`src/rtl/tws_pkg.sv`:
```
`timescale 1ns / 1ps
// ----------------------------------------------------------------------------
// tws_pkg
// Shared types and codes of the three-wire serial master.
// ----------------------------------------------------------------------------
package tws_pkg;

  localparam int unsigned TICKS_W = 16;

  // command codes on the input channel
  localparam logic [2:0] CMD_TICK  = 3'd0;
  localparam logic [2:0] CMD_OPEN  = 3'd1;
  localparam logic [2:0] CMD_SEND  = 3'd2;
  localparam logic [2:0] CMD_RECV  = 3'd3;
  localparam logic [2:0] CMD_CLOSE = 3'd4;

  // running operation, same encoding as the commands that start it
  localparam logic [2:0] OP_IDLE  = 3'd0;
  localparam logic [2:0] OP_OPEN  = 3'd1;
  localparam logic [2:0] OP_SEND  = 3'd2;
  localparam logic [2:0] OP_RECV  = 3'd3;
  localparam logic [2:0] OP_CLOSE = 3'd4;

  // phase within a bit, or phase number of open and close
  localparam logic [1:0] SUB_CLK_LOW  = 2'd0;
  localparam logic [1:0] SUB_DATA     = 2'd1;
  localparam logic [1:0] SUB_CLK_HIGH = 2'd2;

  localparam logic [2:0] LAST_BIT = 3'd7;

  typedef struct packed {
    logic [2:0] cmd;
    logic [7:0] tx_byte;
    logic       io_in;
  } item_t;

  typedef struct packed {
    logic ce;
    logic sclk;
    logic io_out;
    logic io_drive;
  } pins_t;

  typedef struct packed {
    pins_t      pins;
    logic       busy_res;
    logic       rx_valid;
    logic [7:0] rx_byte;
    logic       rejected;
  } result_t;

endpackage

```
`src/rtl/tws_in_reg.sv`:
```
`timescale 1ns / 1ps
// ----------------------------------------------------------------------------
// tws_in_reg
// Input register: holds one accepted item until the engine takes it.
// ----------------------------------------------------------------------------
module tws_in_reg (
  input  logic           clk,
  input  logic           rst_n,
  input  logic           in_valid,
  output logic           in_stall,
  input  tws_pkg::item_t in_item,
  input  logic           advance,
  output logic           item_valid,
  output tws_pkg::item_t item
);
  import tws_pkg::*;

  logic  valid_r;
  item_t item_r;

  // held item may only leave when the result stage can take it
  assign in_stall   = valid_r && !advance;
  assign item_valid = valid_r;
  assign item       = item_r;

  always_ff @(posedge clk) begin
    if (!rst_n) begin
      valid_r <= 1'b0;
    end else if (!in_stall) begin
      valid_r <= in_valid;
    end
  end

  always_ff @(posedge clk) begin
    if (in_valid && !in_stall) begin
      item_r <= in_item;
    end
  end

endmodule

```
`src/rtl/tws_engine.sv`:
```
`timescale 1ns / 1ps
// ----------------------------------------------------------------------------
// tws_engine
// Command and phase sequencer: pin levels, tick counter and shift register.
// ----------------------------------------------------------------------------
module tws_engine (
  input  logic                              clk,
  input  logic                              rst_n,
  input  logic                              fire,
  input  tws_pkg::item_t                    item,
  input  logic [tws_pkg::TICKS_W-1:0]       phase_ticks,
  output tws_pkg::result_t                  result
);
  import tws_pkg::*;

  logic [2:0]         op_r,   op_nxt;
  logic [1:0]         sub_r,  sub_nxt;
  logic [2:0]         bit_r,  bit_nxt;
  logic [TICKS_W-1:0] cnt_r,  cnt_nxt;
  logic [7:0]         sh_r,   sh_nxt;
  pins_t              pins_r, pins_nxt;

  logic [TICKS_W:0]   cnt_inc;
  logic [TICKS_W:0]   limit;
  logic               last_phase;
  logic               rejected;
  logic               rx_valid;
  logic [7:0]         rx_byte;

  // pin change made when a phase begins
  function automatic pins_t start_pins(input logic [2:0] op, input logic [1:0] sub,
                                       input logic [7:0] sh, input pins_t p);
    pins_t q;
    q = p;
    unique case (op)
      OP_OPEN: begin
        if (sub == SUB_CLK_LOW) q.sclk = 1'b0;
        else if (sub == SUB_DATA) q.ce = 1'b0;
        else q.ce = 1'b1;
      end
      OP_CLOSE: begin
        if (sub == SUB_CLK_LOW) q.sclk = 1'b0;
        else q.ce = 1'b0;
      end
      OP_SEND: begin
        if (sub == SUB_CLK_LOW) q.sclk = 1'b0;
        else if (sub == SUB_DATA) q.io_out = sh[0];
        else q.sclk = 1'b1;
      end
      OP_RECV: begin
        if (sub == SUB_CLK_LOW) q.sclk = 1'b0;
        else if (sub == SUB_CLK_HIGH) q.sclk = 1'b1;
      end
      default: begin
      end
    endcase
    return q;
  endfunction

  assign cnt_inc = {1'b0, cnt_r} + {{TICKS_W{1'b0}}, 1'b1};
  assign limit   = {1'b0, (phase_ticks == '0) ? {{(TICKS_W-1){1'b0}}, 1'b1} : phase_ticks};

  always_comb begin
    last_phase = 1'b0;
    unique case (op_r) inside
      OP_OPEN:          last_phase = (sub_r == SUB_CLK_HIGH);
      OP_CLOSE:         last_phase = (sub_r == SUB_DATA);
      OP_SEND, OP_RECV: last_phase = (sub_r == SUB_CLK_HIGH) && (bit_r == LAST_BIT);
      default:          last_phase = 1'b0;
    endcase
  end

  always_comb begin
    op_nxt   = op_r;
    sub_nxt  = sub_r;
    bit_nxt  = bit_r;
    cnt_nxt  = cnt_r;
    sh_nxt   = sh_r;
    pins_nxt = pins_r;
    rejected = 1'b0;
    rx_valid = 1'b0;
    rx_byte  = '0;
    if (item.cmd >= CMD_OPEN && item.cmd <= CMD_CLOSE) begin
      if (op_r != OP_IDLE) begin
        rejected = 1'b1;
      end else begin
        op_nxt  = item.cmd;
        sub_nxt = SUB_CLK_LOW;
        bit_nxt = '0;
        cnt_nxt = '0;
        if (item.cmd == CMD_SEND) begin
          sh_nxt            = item.tx_byte;
          pins_nxt.io_drive = 1'b1;
        end else if (item.cmd == CMD_RECV) begin
          sh_nxt            = '0;
          pins_nxt.io_drive = 1'b0;
        end else if (item.cmd == CMD_OPEN) begin
          pins_nxt.io_drive = 1'b1;
        end
        pins_nxt = start_pins(op_nxt, SUB_CLK_LOW, sh_nxt, pins_nxt);
      end
    end else if (op_r != OP_IDLE) begin
      if (cnt_inc >= limit) begin
        cnt_nxt = '0;
        if (op_r == OP_SEND && sub_r == SUB_CLK_HIGH) begin
          sh_nxt = {1'b0, sh_r[7:1]};
        end
        // receive samples the line at the end of clock low
        if (op_r == OP_RECV && sub_r == SUB_CLK_LOW) begin
          sh_nxt = {item.io_in, sh_r[7:1]};
        end
        if (last_phase) begin
          if (op_r == OP_RECV) begin
            rx_valid = 1'b1;
            rx_byte  = sh_nxt;
          end
          op_nxt  = OP_IDLE;
          sub_nxt = SUB_CLK_LOW;
          bit_nxt = '0;
        end else begin
          if (sub_r == SUB_CLK_HIGH) begin
            sub_nxt = SUB_CLK_LOW;
            bit_nxt = bit_r + 3'd1;
          end else begin
            sub_nxt = sub_r + 2'd1;
          end
          pins_nxt = start_pins(op_r, sub_nxt, sh_nxt, pins_nxt);
        end
      end else begin
        cnt_nxt = cnt_inc[TICKS_W-1:0];
      end
    end
  end

  always_comb begin
    result.pins     = pins_nxt;
    result.busy_res = (op_nxt != OP_IDLE);
    result.rx_valid = rx_valid;
    result.rx_byte  = rx_byte;
    result.rejected = rejected;
  end

  always_ff @(posedge clk) begin
    if (!rst_n) begin
      op_r   <= OP_IDLE;
      sub_r  <= SUB_CLK_LOW;
      bit_r  <= '0;
      cnt_r  <= '0;
      sh_r   <= '0;
      pins_r <= '0;
    end else if (fire) begin
      op_r   <= op_nxt;
      sub_r  <= sub_nxt;
      bit_r  <= bit_nxt;
      cnt_r  <= cnt_nxt;
      sh_r   <= sh_nxt;
      pins_r <= pins_nxt;
    end
  end

endmodule

```
`src/rtl/tws_out_reg.sv`:
```
`timescale 1ns / 1ps
// ----------------------------------------------------------------------------
// tws_out_reg
// Result register: holds one result until the downstream side takes it.
// ----------------------------------------------------------------------------
module tws_out_reg (
  input  logic             clk,
  input  logic             rst_n,
  input  logic             res_valid,
  input  tws_pkg::result_t res,
  output logic             advance,
  output logic             out_valid,
  input  logic             out_stall,
  output tws_pkg::result_t out_res
);
  import tws_pkg::*;

  logic    valid_r;
  result_t res_r;

  // register can load when empty or when its transfer completes now
  assign advance   = !valid_r || !out_stall;
  assign out_valid = valid_r;
  assign out_res   = res_r;

  always_ff @(posedge clk) begin
    if (!rst_n) begin
      valid_r <= 1'b0;
    end else if (advance) begin
      valid_r <= res_valid;
    end
  end

  always_ff @(posedge clk) begin
    if (advance && res_valid) begin
      res_r <= res;
    end
  end

endmodule

```
`src/rtl/three_wire_serial_master.sv`:
```
`timescale 1ns / 1ps
// ----------------------------------------------------------------------------
// three_wire_serial_master
// LSB-first three-wire serial master (ce, sclk, data) run by commands and ticks.
// ----------------------------------------------------------------------------
//   channel  handshake          payload
//   in       in_valid/in_stall  in_cmd, in_tx_byte, in_io_in
//   out      out_valid/out_stall out_ce, out_sclk, out_io_out, out_io_drive,
//                               out_busy_res, out_rx_valid, out_rx_byte, out_rejected
//   cfg      cfg_valid/cfg_ready cfg_phase_ticks
//
// One item per cycle while the result side does not stall; its result passes from
// the input register through the sequencer logic into the result register.
// Synchronous active-low reset: idle, all pins low, phase_ticks = 1.
// A stall on the result side holds the result register and with it the input register.
// cfg_ready is always high.
// ----------------------------------------------------------------------------
module three_wire_serial_master (
  input  logic                         clk,
  input  logic                         rst_n,
  input  logic                         in_valid,
  output logic                         in_stall,
  input  logic [2:0]                   in_cmd,
  input  logic [7:0]                   in_tx_byte,
  input  logic                         in_io_in,
  output logic                         out_valid,
  input  logic                         out_stall,
  output logic                         out_ce,
  output logic                         out_sclk,
  output logic                         out_io_out,
  output logic                         out_io_drive,
  output logic                         out_busy_res,
  output logic                         out_rx_valid,
  output logic [7:0]                   out_rx_byte,
  output logic                         out_rejected,
  input  logic                         cfg_valid,
  output logic                         cfg_ready,
  input  logic [tws_pkg::TICKS_W-1:0]  cfg_phase_ticks
);
  import tws_pkg::*;

  logic [TICKS_W-1:0] phase_ticks_r;
  item_t              in_item;
  item_t              item;
  logic               item_valid;
  logic               advance;
  result_t            res;
  result_t            out_res;

  assign cfg_ready = 1'b1;

  always_ff @(posedge clk) begin
    if (!rst_n) begin
      phase_ticks_r <= {{(TICKS_W-1){1'b0}}, 1'b1};
    end else if (cfg_valid && cfg_ready) begin
      phase_ticks_r <= cfg_phase_ticks;
    end
  end

  assign in_item.cmd     = in_cmd;
  assign in_item.tx_byte = in_tx_byte;
  assign in_item.io_in   = in_io_in;

  tws_in_reg u_in_reg (
    .clk        (clk),
    .rst_n      (rst_n),
    .in_valid   (in_valid),
    .in_stall   (in_stall),
    .in_item    (in_item),
    .advance    (advance),
    .item_valid (item_valid),
    .item       (item)
  );

  tws_engine u_engine (
    .clk         (clk),
    .rst_n       (rst_n),
    .fire        (item_valid && advance),
    .item        (item),
    .phase_ticks (phase_ticks_r),
    .result      (res)
  );

  tws_out_reg u_out_reg (
    .clk       (clk),
    .rst_n     (rst_n),
    .res_valid (item_valid),
    .res       (res),
    .advance   (advance),
    .out_valid (out_valid),
    .out_stall (out_stall),
    .out_res   (out_res)
  );

  assign out_ce       = out_res.pins.ce;
  assign out_sclk     = out_res.pins.sclk;
  assign out_io_out   = out_res.pins.io_out;
  assign out_io_drive = out_res.pins.io_drive;
  assign out_busy_res = out_res.busy_res;
  assign out_rx_valid = out_res.rx_valid;
  assign out_rx_byte  = out_res.rx_byte;
  assign out_rejected = out_res.rejected;

endmodule

```
`config.mk`:
```
export PLATFORM = sky130hd
export DESIGN_NAME = three_wire_serial_master
export DESIGN_NICKNAME = d
export VERILOG_FILES = /design/src/rtl/tws_pkg.sv /design/src/rtl/tws_in_reg.sv /design/src/rtl/tws_engine.sv /design/src/rtl/tws_out_reg.sv /design/src/rtl/three_wire_serial_master.sv
export SDC_FILE = /design/constraint.sdc
export NUM_CORES = 1
export LEC_CHECK = 0
export BUFFER_PORTS_ARGS = -buffer_cell sky130_fd_sc_hd__buf_2
export CAP_MARGIN = 10
export CORE_UTILIZATION = 55
export CTS_BUF_LIST = sky130_fd_sc_hd__clkbuf_4
export CTS_CLUSTER_SIZE = 14
export DETAILED_ROUTE_END_ITERATION = 12
export GPL_TIMING_DRIVEN = 0
export PLACE_DENSITY = 0.79
export SYNTH_ARGS = -nofsm -noshare
export SYNTH_HDL_FRONTEND = slang
export SYNTH_SLANG_ARGS = --single-unit
```
`constraint.sdc`:
```
create_clock -name clk -period 3.13 [get_ports clk]
set_input_delay 0.313 -clock clk [delete_from_list [all_inputs] [get_ports clk]]
set_output_delay 0.313 -clock clk [all_outputs]
set_load 0.05 [all_outputs]
```
## After elaboration in Yosys (flattened, before gate mapping)

Index checks and enable logic that the tools add are counted.

| storage, ports and cells | value |
|---|---|
| output and inout bits | 18 |
| bits of input ports | 33 |
| word-level logic and storage cells | 136 |
| register bits after elaboration | 81 |

| operators by class | value |
|---|---|
| reductions and logical operators | 30 |
| bitwise operators | 4 |
| $lt $le $gt $ge | 3 |
| equal/unequal tests | 14 |
| muxes and demuxes | 59 |
| add/sub/neg operators | 3 |

Operator list:

| cell | number |
|---|---|
| two-way mux 16 bit | 5 |
| two-way mux 8 bit | 8 |
| two-way mux 3 bit | 12 |
| two-way mux 2 bit | 10 |
| adder 16 x 1 -> 17 bit (second input constant) | 1 |
| >= comparator 17 x 16 -> 1 bit | 1 |
| two-way mux 1 bit | 17 |
| logical NOT 16 bit | 1 |
| two-way mux 4 bit | 4 |
| == test 3 x 2 -> 1 bit (second input constant) | 4 |
| nonzero test 3 bit | 4 |
| AND reduction 5 bit | 2 |
| == test 3 bit (second input constant) | 3 |
| OR reduction 4 bit | 2 |
| logical AND 1 bit | 7 |
| == test 3 x 1 -> 1 bit (second input constant) | 2 |
| case mux 1 bit (3 select lines) | 2 |
| OR reduction 5 bit | 1 |
| == test 2 x 1 -> 1 bit (second input constant) | 2 |
| == test 2 bit (second input constant) | 2 |
| logical NOT 1 bit | 4 |
| logical NOT 2 bit | 2 |
| NOT 1 bit | 4 |
| AND reduction 4 bit | 1 |
| 10 further kinds | 12 |

## Longest topological paths before layout

| depth | value |
|---|---|
| depth in word-level cells | 15 |
| depth in mapped cells | 14 |

## Hierarchy

From an unflattened synthesis, not the netlist that was laid out.

| second synthesis, totals | value |
|---|---|
| cell total of the unflattened synthesis | 457 |
| area total of the unflattened synthesis | 4317.9 sq um |

Modules (own cells, without submodules):

| module | times used | seq. area each (sq um) | cells an instance | area an instance (sq um) |
|---|---|---|---|---|
| tws_engine | 1 | 720.7 | 367 | 2787.7 |
| three_wire_serial_master | 1 | 320.3 | 54 | 630.6 |
| tws_out_reg | 1 | 470.5 | 20 | 491.7 |
| tws_in_reg | 1 | 380.4 | 16 | 407.9 |

## Worst setup path after synthesis

OpenSTA, ideal clock, no wires.

| timing path | value |
|---|---|
| path type | reg-to-reg |
| from | register u_engine.cnt_r[0] |
| to | register u_out_reg.res_r (netlist bit u_out_reg.out_res[12]), data pin |
| required time | 2.870 ns |
| path buffers | 1 |
| setup time | 0.260 ns |
| stages on the path, launching flop included | 14 |
| arrival | 3.065 ns |
| setup slack | -0.195 ns |
| cell sequence | dfxtp_1 > ha_1 > and3_1 > nand3_1 > nor2_1 > xor2_1 > ha_1 > nand4_1 > or3_1 > a311o_1 > o211a_1 > buf_6 > nor3_1 > mux2_2 |

RTL lines:

| item | RTL line | text |
|---|---|---|
| from (decl) | tws_engine.sv:19 | `logic [TICKS_W-1:0] cnt_r, cnt_nxt;` |
| from (signal assigned) | tws_engine.sv:155 | `cnt_r <= cnt_nxt;` |
| to (signal assigned) | tws_out_reg.sv:36 | `res_r <= res;` |
| to (decl) | tws_out_reg.sv:19 | `result_t res_r;` |

==> impl_metrics.csv <==
group,metric,value,unit
route,wirelength_met1,4.963,mm
synth,synthTopCellsByCount,"dfxtp_1 (54), nand2_1 (50), nor2_1 (38)",
synth,ys.flop_type,"dfxtp_1",
timing,period_needed,3374,ps
synth,syn-num-nets,511,
clock_tree,clock_latency,450,ps
clock_tree,cts-htree-levels,3,
setup_path,critPathTopFamily,"simple AND/OR/NAND/NOR gates",
synth,yosysTopAreaCellShare,25.46,%
cells_and_area,fill_cells,482,
setup_path,crit_buf_inv,2,
placement,place.gp.congestion,0.9187,
cells_and_area,seqCellArea,1924,um^2
clock_tree,cts_buffer_depth,2,
global_route,track_usage,27.44,%
timing,tightest_slew,1128,ps
timing,worst_hold_slack,21.66,ps
route,highest_layer,"met4",
route,drt-initial-drc-count,377,
flow_run,max-cap-violations,0,
cells_and_area,syn2layout_area_growth,29.20,%
timing,skew,16.59,ps
setup_path,reg2reg_slack,-240,ps
worst_hold_path,worstHoldEndpoint,"u_in_reg.item[11]",
route,drtPass1Iterations,5,
floorplan,dieArea,8077,um^2
floorplan,start_util,57.62,%
timing,period_share,107.8,%
worst_hold_path,min_path_type,"in2reg",
global_route,grt_pass1_wl,17.79,mm
cells_and_area,num_antenna_cells,0,
floorplan,core_area,7370,um^2
cells_and_area,drive_gt1_share,34.00,%
synth,synth.most_common_cell,"dfxtp_1",
cells_and_area,multiInputGateArea,2519,um^2
setup_path,arrival,3580,ps
synth,synth_cells,457,
timing,rsz0062_at_grt,"true",
power_and_ir_drop,p_per_area,416.6,nW/um^2
synth,yosysWarnings,0,
synth,avgSynthCellArea,9.292,um^2
global_route,grt_overflow,0,
route,vias_per_cell,6.422,
route,drt_wl_total,12.68,mm
outcome,outcome,"finished with violations",
route,via_count,4187,
floorplan,die_h,89.87,um
synth,syn_area,4247,um^2
synth,synth_cell_type_count,60,
clock_tree,cts_sinks,81,
placement,place_ws,-584.5,ps
global_route,grt_start_max_net_pins,22,
setup_path,crit_required,3340,ps
clock_tree,root_buffer,"clkbuf_4",
floorplan,dieWidth,89.87,um
setup_path,path_cells,"nand4_1, nor3_4, nand2_2, or3_1, nand2_2, ha_4, nand4_1, nor4_4, a311oi_2, buf_4, o211ai_1, buf_4, and2_4, mux2_4",
floorplan,ios,51,
power_and_ir_drop,p_leak,0.002245,uW
route,wl_per_cell,19.45,um
timing,fmax,0.2964,GHz
timing,finalSetupViolCount,47,
setup_path,critPathSlowestCell,"dfxtp_4",
synth,synth_area_leaders,"dfxtp_1 (25%), edfxtp_1 (19%), mux2i_1 (6.6%), ha_1 (6.2%), nand2_1 (4.4%)",
synth,seq_area_frac_synth,44.55,%
setup_path,worstSetupPathType,"reg2reg",
placement,dp_hpwl,7.156,mm
setup_path,critical_path.max_fanout,4,
clock_tree,cts_tree,"built",
timing,fin_ws,-244.1,ps
route,dr_wl_met3,983,um
cells_and_area,layout.nets,602,
route,antenna_left,0,
floorplan,num_rows,31,
setup_path,max_stage_delay,390,ps
setup_path,endpoint_kind,"flip-flop",
global_route,grt_pass1_vias,3816,
setup_path,crit-reg2reg-launch,"u_engine.cnt_r[6]",
synth,synth_seq_cells,81,
synth,yosys.area.top_type,"dfxtp_1",
power_and_ir_drop,peakVddDrop,0.0002564,V
setup_path,rr_worst_depth,14,
outcome,failed_checks,"negative setup slack",
timing,slew_headroom,24.68,%
clock_tree,cts.clk_slew.worst_paths,140,ps
setup_path,start_kind,"flip-flop",
cells_and_area,stdcell_count,652,
clock_tree,cts_made_buffers,9,
route,drc,0,
worst_hold_path,min_delay_path_depth,1,
placement,placedCellCount,604,
global_route,antenna_found_initial,0,
synth,synthArstFlopShare,0,%
clock_tree,holdBufCountCts,0,
timing,finalMaxSlewViolations,0,
synth,synth-edff-count,27,
worst_hold_path,min_from,"in_cmd[2]",
route,dr_wl_met2,6.088,mm
placement,portBuffers,48,
setup_path,worstReg2RegEnd,"u_out_reg.out_res[14]",
timing,finalHoldViolations,0,
[worst register-to-register path, stage by stage, from the launching register on]
cell and delay, ps:
dfxtp_4 390, nand4_1 210, nor3_4 330, nand2_2 130, or3_1 360, nand2_2 140, ha_4 220, nand4_1 120
nor4_4 50, a311oi_2 310, buf_4 170, o211ai_1 90, buf_4 170, and2_4 160, mux2_4 280
[registers in the layout, indices dropped and copies added (netlist names)]
register / cells
phase_ticks_r: 16
u_engine.cnt_r: 16
u_out_reg.out_res: 15
u_in_reg.item: 12
u_engine.sh_r: 8
u_engine.pins_r: 4
u_engine.bit_r: 3
u_engine.op_r: 3
u_engine.sub_r: 2
u_in_reg.item_valid: 1
u_out_reg.out_valid: 1
[per-stage QoR]
step / util [%] / total power [uW] / instance area (um^2) / setup TNS [ps]
2_1_floorplan: - / 1372 / 4268 / 0
5_1_grt: 74.45 / 2353 / 5487 / -9959
3_5_place_dp: 62.85 / 1464 / 4632 / -20010
6_report: 74.45 / 2286 / 5487 / -5411
4_1_cts: 69.27 / 2181 / 5105 / -177.5
3_3_place_gp: 62.85 / 1456 / 4632 / -17180
[where the power goes]
part | total, uW | internal, uW | switching [uW]
registers | 1150 | 1120 | 28.1
logic | 419 | 158 | 261
clock network | 720 | 324 | 396
[what timing repair did]
item                       4_1_cts  5_1_grt
gates resized for setup         46       61
setup endpoints to repair       48       48
gates cloned                     1        1
setup buffers                   22       12
pin swaps                       19       37
[how the worst max path moves through the flow]
stage | startpoint | cells past startpoint | end | slack, ps
after floorplan | u_engine.cnt_r[2] | 13 | u_engine.cnt_r[9] | 0.07
after global placement | u_engine.cnt_r[2] | 13 | u_out_reg.out_res[13] | -510
after detailed placement | u_engine.cnt_r[2] | 13 | u_out_reg.out_res[13] | -580
after CTS | u_engine.cnt_r[0] | 14 | u_engine.op_r[1] | -60
after global routing | u_engine.cnt_r[6] | 14 | u_out_reg.out_res[14] | -330
final | u_engine.cnt_r[6] | 14 | u_out_reg.out_res[14] | -240
[metal layers]
metal | track usage [%] | vias to the layer above
met5 | 0 | -
met1 | 34.47 | 2026
li1 | - | 1838
met4 | 14.52 | 0
met3 | 3.553 | 65
met2 | 46.15 | 258
[cell type report]
cell class | instances | share of cell area, %
Tap cell | 99 | 2.258
Buffer | 24 | 2.463
Clock inverter | 7 | 1.710
Inverter | 23 | 1.574
Clock buffer | 9 | 1.231
Multi-Input combinational cell | 327 | 45.91
Timing Repair Buffer | 82 | 9.783
Sequential cell | 81 | 35.07
[cell families after synthesis]
family	Yosys count	synth area share, %
buffers and inverters	50	4.920
adders and majority gates	21	6.187
other	1	0.08831
xor gates and xnor gates	16	3.300
and+or+nand+nor	170	20.33
AOI/OAI and AO/OA	86	12.96
DFF	81	44.55
muxes	32	7.661
[placed cells by master (no fill, tap or decap), types with 5 or more instances in the layout]
cell	count
nand3_1	5
clkbuf_1	15
inv_1	21
edfxtp_1	27
xnor2_1	5
nand2_2	5
buf_2	49
buf_6	6
nor2_1	33
ha_1	19
a31oi_1	8
clkbuf_4	10
dfxtp_1	44
nand4_1	19
a211oi_2	6
or3_1	6
buf_4	30
dfxtp_4	8
a21oi_2	9
mux2i_1	28
xor2_1	5
a21oi_1	23
nor2_2	8
nand2_1	45
(Power assumes the default switching activity.)
